==> src/sv/twqa_ram.sv <==
// generic single-write, single-read ram with registered read data
`default_nettype none

module twqa_ram #(
    parameter int WIDTH = 32,
    parameter int DEPTH = 64
) (
    input  wire logic                     clk,
    input  wire logic                     we,
    input  wire logic [$clog2(DEPTH)-1:0] waddr,
    input  wire logic [WIDTH-1:0]         wdata,
    input  wire logic                     re,
    input  wire logic [$clog2(DEPTH)-1:0] raddr,
    output logic      [WIDTH-1:0]         rdata
);

    logic [WIDTH-1:0] mem [DEPTH];

    always_ff @(posedge clk)
    begin
        if (we)
        begin
            mem[waddr] <= wdata;
        end
        if (re)
        begin
            rdata <= mem[raddr];
        end
    end

endmodule

`default_nettype wire

==> config.mk <==
export PLATFORM = sky130hd
export DESIGN_NAME = twqa_ram
export DESIGN_NICKNAME = d
export VERILOG_FILES = /design/src/sv/twqa_ram.sv
export SDC_FILE = /design/constraint.sdc
export NUM_CORES = 2
export LEC_CHECK = 0
export ABC_CLOCK_PERIOD_IN_PS = 4240
export BUFFER_PORTS_ARGS = -buffer_cell sky130_fd_sc_hd__buf_2
export CAP_MARGIN = 20
export CELL_PAD_IN_SITES_DETAIL_PLACEMENT = 0
export CELL_PAD_IN_SITES_GLOBAL_PLACEMENT = 1
export CORE_ASPECT_RATIO = 2
export CORE_UTILIZATION = 51
export CTS_CLUSTER_SIZE = 16
export DETAILED_ROUTE_END_ITERATION = 6
export GPL_TIMING_DRIVEN = 1
export HOLD_SLACK_MARGIN = 0.08
export PLACE_DENSITY_LB_ADDON = 0.25
export SYNTH_ARGS = -nofsm -noshare
export SYNTH_HDL_FRONTEND = slang
export SYNTH_SLANG_ARGS = --single-unit
==> constraint.sdc <==
create_clock -name clk -period 4.24 [get_ports clk]
set_input_delay 0.848 -clock clk [delete_from_list [all_inputs] [get_ports clk]]
set_output_delay 0.848 -clock clk [all_outputs]
set_load 0.05 [all_outputs]
* Word level (Yosys, flattened, before mapping)
Memory sizes are Yosys's and may differ from the RTL's. A register that Yosys moved wholly into a read port is not among the register bits. Cells that the tools add are included.
Operators by class: muxes and demuxes 2
Operators by type and width (count):
- $mux W1 | 2
Storage, ports and cells: bits in registers 0, RAM bits 2048, output and inout port bits 32, memories 1
Memories:
- mem | depth 64, width 32, read ports 1, clocked after memory_dff 1, wr ports 1, RTL line 17 | logic [WIDTH-1:0] mem [DEPTH];

* Longest topological paths before layout
word-level depth 2, mapped depth 10, gate-level depth less buffers 5

* Worst setup path after synthesis
No wires, ideal clock.
path type input -> register, start in waddr[3], end mem mem[48][0] (enable), setup time 0.461 ns, arrival time 3.547 ns, slack 0.232 ns, stages 4, path buffers 1, cell sequence clkbuf_1 > nor2b_1 > nand4b_1 > nor3_1
RTL lines:
- start: declaration | RTL line 10 | input wire logic [$clog2(DEPTH)-1:0] waddr,
- end: declaration | RTL line 17
Straight into the memory's write port.

==> flow_summary.yaml <==
yosys:
  synth-seq-cells: 2080
  yosysMostFrequentCell: "edfxtp_1"
  syn_nets: 3371
  yosysWarnings: 0
  synth_area_leaders: "edfxtp_1, mux4_2, mux2i_1, o22ai_1, nor2_1"
  ys.flop_type: "edfxtp_1"
  synth_top_cell_by_area: "edfxtp_1"
  synth_edf_count: 2080
  netlist_instances: 3324
  ys_types: 33
  synthesis.area_mm2: 0.07884
  avgSynthCellArea_um2: 23.72
  async_reset_ff_share_pct: 0
  synth_commonest_cells: "edfxtp_1, mux4_2, nor2_1, mux2i_1, o22ai_1"
  yosys.area.top_type_share_pct: 79.23
  ys_seq_area_share_pct: 79.23
power_and_ir_drop:
  leakagePower_nw: 27.69
  vdd_drop_max_mv: 0.2892
  powerDensity_mw_per_mm2: 455.9
  p_total_mw: 40.59
floorplanning:
  die_y_um: 558.0
  die_area_mm2: 0.1563
  ios: 79
  num_rows: 203
  core_mm2: 0.1532
  start_util_pct: 51.47
  die_w_um: 280.0
timing:
  period_share_pct: 78.43
  timing.fmax_ghz: 0.3007
  rsz0062_at_grt: "false"
  setup_ws_ns: 0.9146
  finClkSkew_ns: 0.03339
  worst_slew_pin_slew_ns: 1.198
  finalHoldViolations: 0
  period_minus_slack_ns: 3.325
  setup_violations: 0
  maxSlewHeadroom_pct: 20.12
  slew_viol_final: 0
cells_and_area:
  area_delta_synth_final_pct: 12.94
  fin_area_mm2: 0.08903
  drive_above_1_share_pct: 30.83
  nets: 3690
critical_path:
  path_class: "in2reg"
  critical_path_required_ns: 4.75
  endpoint_kind: "flop"
  cp.arrival_ns: 3.83
  start_kind: "input port"
  worstPathMaxFanout: 62
cts:
  cts_max_level: 4
  ctsResizeCount: 0
  cts_tree: "yes"
  cts_hold_buf: 0
  root_buffer: "clkbuf_16"
  post_cts_buffers: 0
  clkTransAtPathRegs_ns: 0.07
  cts.sinks: 2080
  cts_made_buffers: 174
  clockBufferDepth: 4
  worstSkewPairLatency_ns: 0.83
global_routing:
  antenna_found_initial: 12
  grt_usage_pct: 27.76
  grt_max_degree: 65
  grt_pass1_wl_um: 296700
  grt_overflow: 0
  grt_pass1_vias: 39180
routing:
  routed_via_density: 6.436
  initialDrtViolationCount: 4483
  num_vias: 37450
  wl_per_cell_um: 36.50
  drt_wl_total_um: 212300
  post-route-drc-count: 0
  detail-route-antenna-nets: 0
  drtPass1Iterations: 5
placement:
  hpwl_um: 123700
  post-place-ws_ns: 0.06860
  gp_congestion: 0.8258
  placed_cell_area_mm2: 0.08353
  port_buffers: 78
run:
  drv_cap: 0
run_status:
  status: "completed"
hold_path:
  hp-class: "in2reg"
==> cell usage in the layout, fill, tap and decap left out, types with 27 or more instances in the layout <==
cell / count
nor2_4: 62
clkinv_1: 35
buf_4: 203
o221ai_1: 27
mux2i_1: 93
edfxtp_1: 2080
a21oi_1: 62
buf_2: 74
nor2_1: 75
buf_12: 38
clkbuf_1: 38
o22ai_1: 84
clkbuf_16: 177
mux4_2: 544
==> worst paths after layout <==
kind                                             from                     to  slack (ns)  depth (start not counted)
worst max register to register  mem[22][11]$_DFFE_PP_    rdata[11]$_DFFE_PP_        1.48                          4
worst min-delay path                        wdata[12]  mem[32][12]$_DFFE_PP_        0.45                          1
worst max-delay path                         raddr[1]    rdata[26]$_DFFE_PP_        0.91                          7
worst min register to register   mem[13][4]$_DFFE_PP_     rdata[4]$_DFFE_PP_        0.88                          4
==> report_power, final <==
| group | internal, mW | switching, mW | total, mW |
|---|---|---|---|
| clock | 8.25 | 7.06 | 15.3 |
| sequential | 22.8 | 0.0670 | 22.9 |
| combinational | 0.866 | 1.55 | 2.42 |
==> metal layers <==
layer / vias up / track usage (%) / wire [um]
met4: 8 / 13.16 / 11050
met2: 1708 / 48.26 / 110900
met1: 20480 / 34.35 / 75160
met5: - / 0 / 59
met3: 388 / 3.824 / 15150
li1: 14860 / - / -
==> layout make-up <==
type	instances	area, um2
flip-flops and latches	2080	62460
multi-input cells	1062	15970
fillers	10740	64120
clock inverters	80	645.6
repair buffers	325	2811
clock buffers	215	4572
diodes	6	15.01
well taps	2050	2565
==> kinds of logic (layout without fill, tap and decap cells) <==
family          count (synthesis)  after routing  synth area share (%)
compound gates                202            202                 1.666
buf+inv                       182            620                 1.124
flops                        2080           2080                 79.23
mux                           637            637                 16.72
other cells                     0              6                     0
simple gates                  223            223                 1.260
==> critical path, cell delays in order <==
cell	delay [ns]
buf_8	0.52
buf_12	0.34
buf_4	0.29
mux4_2	0.32
mux4_2	0.50
o22ai_1	0.74
nor2_1	0.15
==> stage by stage <==
step / util (%) / hold WS [ns] / instances / setup TNS (ns)
after CTS: 57.94 / 0.5472 / 5799 / 0
final: 58.13 / 0.4479 / 5818 / 0
after detailed placement: 54.54 / 0.8612 / 5504 / 0
after global routing: 58.12 / 0.4431 / 5813 / 0
after floorplan: - / 0.7502 / 3324 / 0
after global placement: 54.48 / 0.8295 / 5496 / -0.2826
==> registers in the layout, indices dropped and copies added (netlist names) <==
signal  count
mem      2048
rdata      32
Note: power is estimated with default switching activity, not from simulation.
