==> src/sv/twqa_pkg.sv <==
// package: shared constants, codes and types for the two-lane weighted queue arbiter
`default_nettype none

package twqa_pkg;

    localparam int LIVE_DEPTH    = 64;
    localparam int REBUILD_DEPTH = 256;
    localparam int PAYLOAD_BITS  = 32;

    localparam int LIVE_AW = $clog2(LIVE_DEPTH);
    localparam int LIVE_CW = $clog2(LIVE_DEPTH + 1);
    localparam int LIVE_SW = LIVE_CW + 1;
    localparam int REB_AW  = $clog2(REBUILD_DEPTH);
    localparam int REB_CW  = $clog2(REBUILD_DEPTH + 1);
    localparam int REB_SW  = REB_CW + 1;

    localparam int SLOT_MOD  = 100;
    localparam int SHARE_MAX = 99;
    localparam int SLOT_W    = $clog2(SLOT_MOD);

    localparam int NUM_CTR    = 10;
    localparam int CTR_W      = 32;
    localparam int STAT_IDX_W = 4;

    localparam int CMD_W        = 3;
    localparam int REASON_W     = 2;
    localparam int LIVE_CAP_W   = 7;
    localparam int REB_CAP_W    = 9;
    localparam int SHARE_W      = 7;
    localparam int CFG_IDX_W    = 2;
    localparam int CFG_DATA_W   = 9;

    localparam logic [LIVE_CAP_W-1:0] LIVE_CAP_RST  = LIVE_CAP_W'(64);
    localparam logic [REB_CAP_W-1:0]  REB_CAP_RST   = REB_CAP_W'(256);
    localparam logic [SHARE_W-1:0]    SHARE_RST     = SHARE_W'(50);

    typedef enum logic [CMD_W-1:0] {
        CMD_ENQUEUE   = 3'd0,
        CMD_DEQUEUE   = 3'd1,
        CMD_DROP      = 3'd2,
        CMD_COALESCED = 3'd3,
        CMD_STALE     = 3'd4,
        CMD_SHUTDOWN  = 3'd5,
        CMD_READ_STAT = 3'd6
    } cmd_t;

    typedef enum logic [REASON_W-1:0] {
        REASON_MEM_SOFT = 2'd0,
        REASON_MEM_HARD = 2'd1,
        REASON_LAG      = 2'd2,
        REASON_FULL     = 2'd3
    } reason_t;

    typedef enum logic [CFG_IDX_W-1:0] {
        CFG_LIVE_CAP    = 2'd0,
        CFG_REBUILD_CAP = 2'd1,
        CFG_LIVE_SHARE  = 2'd2
    } cfg_reg_t;

    localparam int CTR_DROP_LIVE    = 0;
    localparam int CTR_DROP_REBUILD = 1;
    localparam int CTR_DROP_FULL    = 2;
    localparam int CTR_DROP_SOFT    = 3;
    localparam int CTR_DROP_HARD    = 4;
    localparam int CTR_DROP_LAG     = 5;
    localparam int CTR_STALE        = 6;
    localparam int CTR_COALESCED    = 7;
    localparam int CTR_DISP_LIVE    = 8;
    localparam int CTR_DISP_REBUILD = 9;

    typedef struct packed {
        logic drop_live;
        logic drop_rebuild;
        logic drop_full;
        logic drop_soft;
        logic drop_hard;
        logic drop_lag;
        logic stale;
        logic coalesced;
        logic disp_live;
        logic disp_rebuild;
    } bump_t;

endpackage

`default_nettype wire

==> src/sv/twqa_stats.sv <==
// event counter bank: ten wrapping 32-bit counters with one read port
`default_nettype none

module twqa_stats (
    input  wire logic                                clk,
    input  wire logic                                rst_n,
    input  wire twqa_pkg::bump_t                     bump,
    input  wire logic [twqa_pkg::STAT_IDX_W-1:0]     rd_index,
    output logic      [twqa_pkg::CTR_W-1:0]          rd_value
);

    import twqa_pkg::*;

    logic [NUM_CTR-1:0] inc;
    logic [CTR_W-1:0]   ctr_reg [NUM_CTR];

    always_comb
    begin
        inc                   = '0;
        inc[CTR_DROP_LIVE]    = bump.drop_live;
        inc[CTR_DROP_REBUILD] = bump.drop_rebuild;
        inc[CTR_DROP_FULL]    = bump.drop_full;
        inc[CTR_DROP_SOFT]    = bump.drop_soft;
        inc[CTR_DROP_HARD]    = bump.drop_hard;
        inc[CTR_DROP_LAG]     = bump.drop_lag;
        inc[CTR_STALE]        = bump.stale;
        inc[CTR_COALESCED]    = bump.coalesced;
        inc[CTR_DISP_LIVE]    = bump.disp_live;
        inc[CTR_DISP_REBUILD] = bump.disp_rebuild;
    end

    always_ff @(posedge clk or negedge rst_n)
    begin
        if (!rst_n)
        begin
            for (int i = 0; i < NUM_CTR; i++)
            begin
                ctr_reg[i] <= '0;
            end
        end
        else
        begin
            for (int i = 0; i < NUM_CTR; i++)
            begin
                if (inc[i])
                begin
                    ctr_reg[i] <= ctr_reg[i] + 1'b1;
                end
            end
        end
    end

    always_comb
    begin
        rd_value = '0;
        for (int i = 0; i < NUM_CTR; i++)
        begin
            if (rd_index == STAT_IDX_W'(i))
            begin
                rd_value = ctr_reg[i];
            end
        end
    end

endmodule

`default_nettype wire

==> config.mk <==
export PLATFORM = sky130hd
export DESIGN_NAME = twqa_stats
export DESIGN_NICKNAME = d
export VERILOG_FILES = /design/src/sv/twqa_pkg.sv /design/src/sv/twqa_stats.sv
export SDC_FILE = /design/constraint.sdc
export NUM_CORES = 1
export LEC_CHECK = 0
export ABC_AREA = 1
export BUFFER_PORTS_ARGS = -buffer_cell sky130_fd_sc_hd__buf_2
export CELL_PAD_IN_SITES_DETAIL_PLACEMENT = 0
export CELL_PAD_IN_SITES_GLOBAL_PLACEMENT = 1
export CORE_MARGIN = 10
export CORE_UTILIZATION = 47
export CTS_CLUSTER_SIZE = 20
export DETAILED_ROUTE_END_ITERATION = 8
export PLACE_DENSITY = 0.87
export SYNTH_ARGS = -nofsm -noshare
export SYNTH_HDL_FRONTEND = slang
export SYNTH_SLANG_ARGS = --single-unit
==> constraint.sdc <==
create_clock -name clk -period 2.11 [get_ports clk]
set_input_delay 0 -clock clk [delete_from_list [all_inputs] [get_ports clk]]
set_output_delay 0 -clock clk [all_outputs]
set_load 0.02 [all_outputs]
# ---- Word-level counts from Yosys, hierarchy flattened
# Cells that the tools add are included.
dict set report word_totals {
  ff_bits 320
  output_inout_bits 32
  elab_cells 40
}
dict set report op_classes {
  add_sub_neg 10
  n_eq_ne 9
  n_mux 10
  n_reduce_logical 1
}
# operator count
set op_table {}
lappend op_table {{$add 32x1->32 const B} 10}
lappend op_table {{$mux 32} 10}
lappend op_table {{$eq 4x3->1 const B} 4}
lappend op_table {{$eq 4x2->1 const B} 2}
lappend op_table {{$eq 4x4->1 const B} 2}
lappend op_table {{$eq 4x1->1 const B} 1}
lappend op_table {{$logic_not 4->1} 1}

# ---- Longest topological paths before layout
# Gate-level depths: netlist of the first run.
dict set report logic_depth {
  depth_word 11
  ltp_mapped 11
  depth_no_buf 11
}

# ---- Worst setup path after synthesis of the first run
# Ideal clock, no wire load.
dict set report synth_path {
  path_kind {register to register}
  start {reg ctr_reg[64] (netlist name)}
  end {reg ctr_reg[86] (netlist name)}
  arrival_ns 1.556
  t_required_ns 1.993
  setup_slack_ns 0.438
  stages_incl_launch_ff 11
  n_path_buf 0
  synth_period_minus_slack_ns 1.672
  cell_sequence {dfrtp_1 -> ha_1 -> nand3_1 -> nor3_4 -> nand2_2 -> nor2_2 -> nand2_1 -> nor2_2 -> nand2_1 -> nand2_1 -> nand2_1}
}
dict set report synth_between {
  elab_chain_cells 1
}
# element line
set synth_rtl {}
lappend synth_rtl {{start, declared} twqa_stats.sv:15} ;# logic [CTR_W-1:0] ctr_reg [NUM_CTR];
lappend synth_rtl {{start signal, assigned by index} twqa_stats.sv:47} ;# ctr_reg[i] <= ctr_reg[i] + 1'b1;
lappend synth_rtl {{$add 32x1->32} twqa_stats.sv:47}
# Every way passes these cells.
# A chain may end at the register's enable or synchronous reset.

# ---- Worst setup path in the final report of the first run
dict set report layout_path {
  start {reg ctr_reg[309] (netlist name)}
  end {out rd_value[21] (netlist name)}
}
dict set report layout_between {
  elab_chain_cells 10
}
# element line
set layout_rtl {}
lappend layout_rtl {{$mux 32 (10 in series)} twqa_stats.sv:58} ;# if (rd_index == STAT_IDX_W'(i))
lappend layout_rtl {{end, declared} twqa_stats.sv:9} ;# output logic [twqa_pkg::CTR_W-1:0] rd_value
# Every way passes these cells.

==> metrics.cfg, run 1 <==
[cells_and_area]
nets = 3029
largest_reg_flops = 320
instances_no_fill = 3570
drive_gt1_share_pct = 10.4
syn_to_final_growth_pct = 14.2
diodes = 0

[power]
comb_power_share_pct = 17.8
power_frac_clock_pct = 37.3
p_int_mw = 12.2
power.leakage_nw = 10.6
finalPower_mw = 18.3
swShare_pct = 33.7
p_per_area_mw_per_mm2 = 797
seqPwrFrac_pct = 44.9
switchingPower_mw = 6.19
vdd_drop_max_v = 0.000582

[grt]
grt_pass1_wl_um = 105000
grt_pass1_vias = 17900
grt_start_max_net_pins = 83
antenna_found_initial = 0
track_usage_pct = 26.3
grt_overflow = 0

[logic_synthesis]
ys_ff_latch = 320
syn-cell-area_sq_mm = 0.0202
synthMostInstantiatedCell = nand2_1
synth_area_leaders = dfrtp_1, nand2_1, xor2_1, nor2_1, inv_1
ys_async_sr_fraction_pct = 100
seq_area_frac_synth_pct = 39.7
synth_nets = 2931
synth.avg_cell_area_sq_um = 6.94
yosys.area.top_type = dfrtp_1
yosysTopAreaCellShare_pct = 39.7
yosys_most_used_dff = dfrtp_1
synth_common_cells = nand2_1, nor2_1, inv_1
synth_edf_count = 0
synthCells = 2905
synth.distinct_cells = 33
yosysWarningCount = 0

[critical_path]
cp.depth = 7
r2r-end = ctr_reg[92]
r2r_cells = 8
crit_start = ctr_reg[309]
cpLargestDelayFamily = simple AND/OR/NAND/NOR gates
start_kind = flop
cp_common_cell = nand4_1
worst_setup_path_end_kind = output port
worstPathRequired_ns = 2.11
cp.buffers_inverters = 1
arrival_ns = 2.10
path_max_fanout = 5
slowest_delay_ns = 0.44
worst-r2r-setup-slack_ns = 0.18
path_cells = nand3_1 -> nand2_1 -> nor2_4 -> nand4_1 -> nor2_1 -> nand4_1 -> buf_2
r2r-start = ctr_reg[65]
slowest_stage = dfrtp_1
path_class = flop to output port
crit_end = rd_value[21]

[sta]
layout_min_cycle_time_ns = 2.10
hold_ws_ns = 0.0177
finalWorstSetupSlack_ns = 0.0101
fin_tns_setup_ns = 0
hold_violations = 0
fmax_mhz = 476
max_slew.worst_pin.slew_ns = 0.764
finalCritPeriodShare_pct = 99.5
fin_worst_skew_ns = 0.0220
relSlewSlack_pct = 49.1
rsz0062_at_grt = yes
finalSetupViolations = 0
slew_viol_final = 0

[placement]
finalWeightedCongestion = 1.01
port_buffers = 47
place_ws_ns = 0.179
hpwl_um = 53200
dp_cells = 3477

[route]
drtIter0Drc = 1896
wire_per_inst_um = 19.0
vias = 19200
routed_wirelength_um = 67700
drtAntennaViolNets = 0
drt_first_pass_iters = 7
route.detailed.drc = 0
vias_per_cell = 5.38

[clock_network]
insertion_delay_ns = 0.58
cts_buffers = 39
clk_pin_slew_worst_paths_ns = 0.06
htree_levels = 2
cts_tree = built
cts_sinks = 320
cts-root-buf = clkbuf_16
clock_path_buffers = 3

[die]
rows = 75
die_height_um = 227
start_util_pct = 47.8
die_w_um = 227
design.core.area_sq_mm = 0.0421
boundaryPins = 48
dieArea_sq_mm = 0.0516

[outcome]
status = completed

[worst_hold_path]
hold_class = primary input to async pin

[job]
drv_cap = 0

-- metrics by stage --
stage / cell area (sq um) / utilization [%]
after floorplan: 20200 / -
after global placement: 21300 / 50.5
after detailed placement: 21300 / 50.5
after CTS: 22800 / 54.1
after global routing: 23000 / 54.6
final: 23000 / 54.6
-- worst min-delay path by stage --
stage                from           end  slack (ns)  cells after the start
floorplan           rst_n    ctr_reg[0]       -0.30                      0
global placement    rst_n  ctr_reg[293]        0.07                      1
detailed placement  rst_n  ctr_reg[264]        0.07                      1
CTS                 rst_n  ctr_reg[264]        0.06                      2
global route        rst_n  ctr_reg[289]        0.08                      2
finish              rst_n  ctr_reg[288]        0.02                      2
-- cell type report --
| class | count | area [sq um] |
|---|---|---|
| clock inverter | 9 | 76.3 |
| timing repair buffer | 113 | 917 |
| fill | 4193 | 19100 |
| multi-input combinational | 2192 | 10900 |
| inverter | 337 | 1260 |
| clock buffer | 60 | 1210 |
| sequential | 320 | 8030 |
| tap | 539 | 674 |
-- power groups by stage --
stage | Combinational, mW | Clock, mW | Sequential [mW]
after CTS | 3.24 | 6.95 | 8.20
after detailed placement | 3.18 | 0 | 8.29
after global routing | 3.72 | 7.19 | 8.37
after floorplan | 2.36 | 0 | 7.82
after global placement | 3.10 | 0 | 8.25
final | 3.27 | 6.84 | 8.24
-- layer usage --
layer	routed length (um)	vias to the layer above	track usage [%]
li1	-	9337	-
met1	31500	9115	38.4
met2	29000	672	39.1
met3	5210	93	4.40
met4	1930	0	7.52
met5	0	-	0
-- cell families (layout without fill, tap and decap cells) --
logic type                 Yosys count  count (layout)  synth area share, %
xor gates and xnor gates           220             220                 9.56
AOI/OAI and AO/OA                   67              67                 1.71
adders and majority gates           10              10                0.621
buffers and inverters              393             519                 7.55
and+or+nand+nor                   1895            1895                 40.8
DFF                                320             320                 39.7
-- cell usage in the layout (no fill, tap or decap), drive strengths merged --
| master | Yosys | routed |
|---|---|---|
| a21oi | 6 | 6 |
| a31oi | 1 | 1 |
| and2 | 1 | 1 |
| and3 | 7 | 7 |
| buf | 30 | 102 |
| bufinv | 0 | 1 |
| clkbuf | 26 | 60 |
| clkinv | 0 | 7 |
| clkinvlp | 0 | 1 |
| dfrtp | 320 | 320 |
| dlygate4sd3 | 0 | 11 |
| ha | 10 | 10 |
| inv | 337 | 337 |
| nand2 | 973 | 973 |
| nand3 | 229 | 229 |
| nand3b | 12 | 12 |
| nand4 | 109 | 109 |
| nor2 | 424 | 424 |
| nor3 | 132 | 132 |
| nor3b | 5 | 5 |
| nor4 | 3 | 3 |
| o21ai | 57 | 57 |
| o21bai | 3 | 3 |
| xnor2 | 53 | 53 |
| xor2 | 167 | 167 |
-- repair_timing --
action	in CTS	in global routing
buffers inserted	1	12
cloned	0	0
pin swaps	23	31
hold buffers	11	0
resized for setup	44	50
hold endpoints to repair	353	0
setup endpoints to repair	27	28
Power figures use the tool's default switching activity.
==> run 2, diff against run 1 <==
CTS_BUF_LIST = sky130_fd_sc_hd__clkbuf_16   (was default)
SETUP_SLACK_MARGIN = 0.02   (was default)
SLEW_MARGIN = 0   (was default)
==> run 2 against run 1 <==
The flow now finishes with violations (negative setup slack). Combinational power is 2% higher. Clock skew fell by 0.0029 ns. Largest cell class unchanged. Global-route usage hardly changed. Critical path depth unchanged. Register-to-register slack about the same. Setup slack got worse by 0.013 ns. Sequential power hardly changed.
==> metrics.cfg, run 2 (same netlist as run 1, synthesis figures left out) <==
[route]
wire_per_inst_um = 18.9
drt_first_pass_iters = 5
vias = 19300
drtIter0Drc = 1812
drtAntennaViolNets = 0
dr_wl_met3_um = 5170
routed_wirelength_um = 67500
top_layer = met4
route.detailed.drc = 0
wl_met1_um = 31500
wl_met2_um = 28700
vias_per_cell = 5.40

[die]
dieArea_sq_mm = 0.0516
rows = 75
die_w_um = 227
boundaryPins = 48
design.core.area_sq_mm = 0.0421
start_util_pct = 47.8
die_height_um = 227

[cells_and_area]
syn_to_final_growth_pct = 14.2
diodes = 0
regArea_sq_mm = 0.00804
final_common_cell = nand2_1
nets = 3034
drive_gt1_share_pct = 10.9
largest_reg_flops = 320
final_cell_mix = nand2_1, nor2_1, inv_1, dfrtp_1, nand3_1
nFillCells = 4200
fin_util_pct = 54.6
multi_input_area_sq_mm = 0.0109

[clock_network]
insertion_delay_ns = 0.57
cts_sinks = 320
clk_pin_slew_worst_paths_ns = 0.06
cts-root-buf = clkbuf_16
cts_buffers = 39
clock_path_buffers = 3
htree_levels = 2
cts_tree = built

[grt]
antenna_found_initial = 0
grt_pass1_wl_um = 105000
track_usage_pct = 26.3
grt_pass1_vias = 17900
grt_start_max_net_pins = 83
grt_overflow = 0

[critical_path]
path_cells = nand3_1 -> nand2_1 -> nor2_4 -> nand4_1 -> nor2_1 -> nand4_1 -> buf_2
path_max_fanout = 5
worstPathRequired_ns = 2.11
path_class = flop to output port
slowest_stage = dfrtp_1
arrival_ns = 2.11
cp.depth = 7
start_kind = flop
r2r_cells = 9
cp.buffers_inverters = 1
cpLargestDelayFamily = simple AND/OR/NAND/NOR gates
cp_common_cell = nand4_1
slowest_delay_ns = 0.44
worst_setup_path_end_kind = output port

[sta]
max_slew.worst_pin.slew_ns = 0.733
fin_worst_skew_ns = 0.0191
slew_viol_final = 0
fin_tns_setup_ns = -0.00265
fmax_mhz = 473
finalWorstSetupSlack_ns = -0.00265
hold_violations = 0
rsz0062_at_grt = yes
finalSetupViolations = 1
layout_min_cycle_time_ns = 2.11
finalCritPeriodShare_pct = 100
relSlewSlack_pct = 51.1

[placement]
hpwl_um = 53200
finalWeightedCongestion = 1.01
port_buffers = 47

[power]
power.leakage_nw = 10.6
vdd_drop_max_v = 0.000586
p_per_area_mw_per_mm2 = 780

[outcome]
status = finished, violations left
violations = negative setup slack

[job]
drv_cap = 0

[worst_hold_path]
hold_class = primary input to async pin

==> run 2: cell types whose count changed in the layout (fill, tap and decap cells not counted), moves of 3 or more <==
cell / delta
clkbuf_1: -8
clkbuf_8: -11
nand3_2: +4
nand2_2: +4
clkinv_1: +11
buf_4: +5
nor2_2: +3
nand2_1: -3
inv_1: +4
inv_2: +4
dfrtp_2: +6
dfrtp_1: -6
nor2_1: -5
nand3_1: -4
==> run 2: final timing paths <==
check                                    end         start  slack (ns)
worst max-delay path            rd_value[21]  ctr_reg[309]      -0.003
worst min-delay path            ctr_reg[288]         rst_n        0.03
worst max register to register  ctr_reg[308]  ctr_reg[288]        0.19
worst min register to register  ctr_reg[159]  ctr_reg[159]        0.48
max in group asynchronous       ctr_reg[176]         rst_n        1.26
min in group clk                 ctr_reg[18]       bump[0]        0.29
==> run 2: power by group <==
group          internal, mW  total (mW)  leakage [nW]  switching (mW)
combinational          1.17        3.33          6.00            2.16
clock                  3.61        6.39         0.607            2.78
sequential             6.98        8.23          4.00            1.25
==> run 2: layout make-up <==
type                            count  area share [%]
Multi-Input combinational cell   2192            47.3
Tap cell                          539            2.93
Clock inverter                     28           0.641
Inverter                          337            5.50
Sequential cell                   320            34.9
Clock buffer                       41            4.46
Timing Repair Buffer              118            4.20
==> run 2: worst register-to-register path: stages, from the launching register on <==
cell and delay [ns]:
dfrtp_2 0.37, buf_4 0.14, ha_1 0.20, nand2_1 0.09, nor2_1 0.15, nand3_1 0.14, nor2_2 0.16, nand2_1 0.14
nor3_1 0.25, xor2_1 0.18
==> run 2: what timing repair did <==
item / in CTS / in global routing
resized for setup: 52 / 69
buffers inserted: 4 / 14
endpoints found under the setup margin: 27 / 39
pin swaps: 25 / 44
hold buffers: 11 / 0
endpoints found under the hold margin: 351 / 0
==> run 2: through the flow <==
step | setup WS, ns | area (sq um) | hold WS [ns] | total power, mW | cells
after floorplan | 0.438 | 20200 | -0.296 | 10.2 | 2905
after global placement | 0.240 | 21300 | 0.0728 | 11.4 | 3477
after detailed placement | 0.179 | 21300 | 0.0687 | 11.5 | 3477
after CTS | -0.00553 | 22700 | 0.0629 | 17.9 | 3561
after global routing | -0.0519 | 23000 | 0.0822 | 18.9 | 3575
final | -0.00265 | 23000 | 0.0318 | 18.0 | 3575
==> run 2: routing by layer <==
metal,vias up,GRT usage (%)
met3,106,4.30
met1,9159,38.6
li1,9354,-
met2,681,38.8
met5,-,0
met4,0,7.70
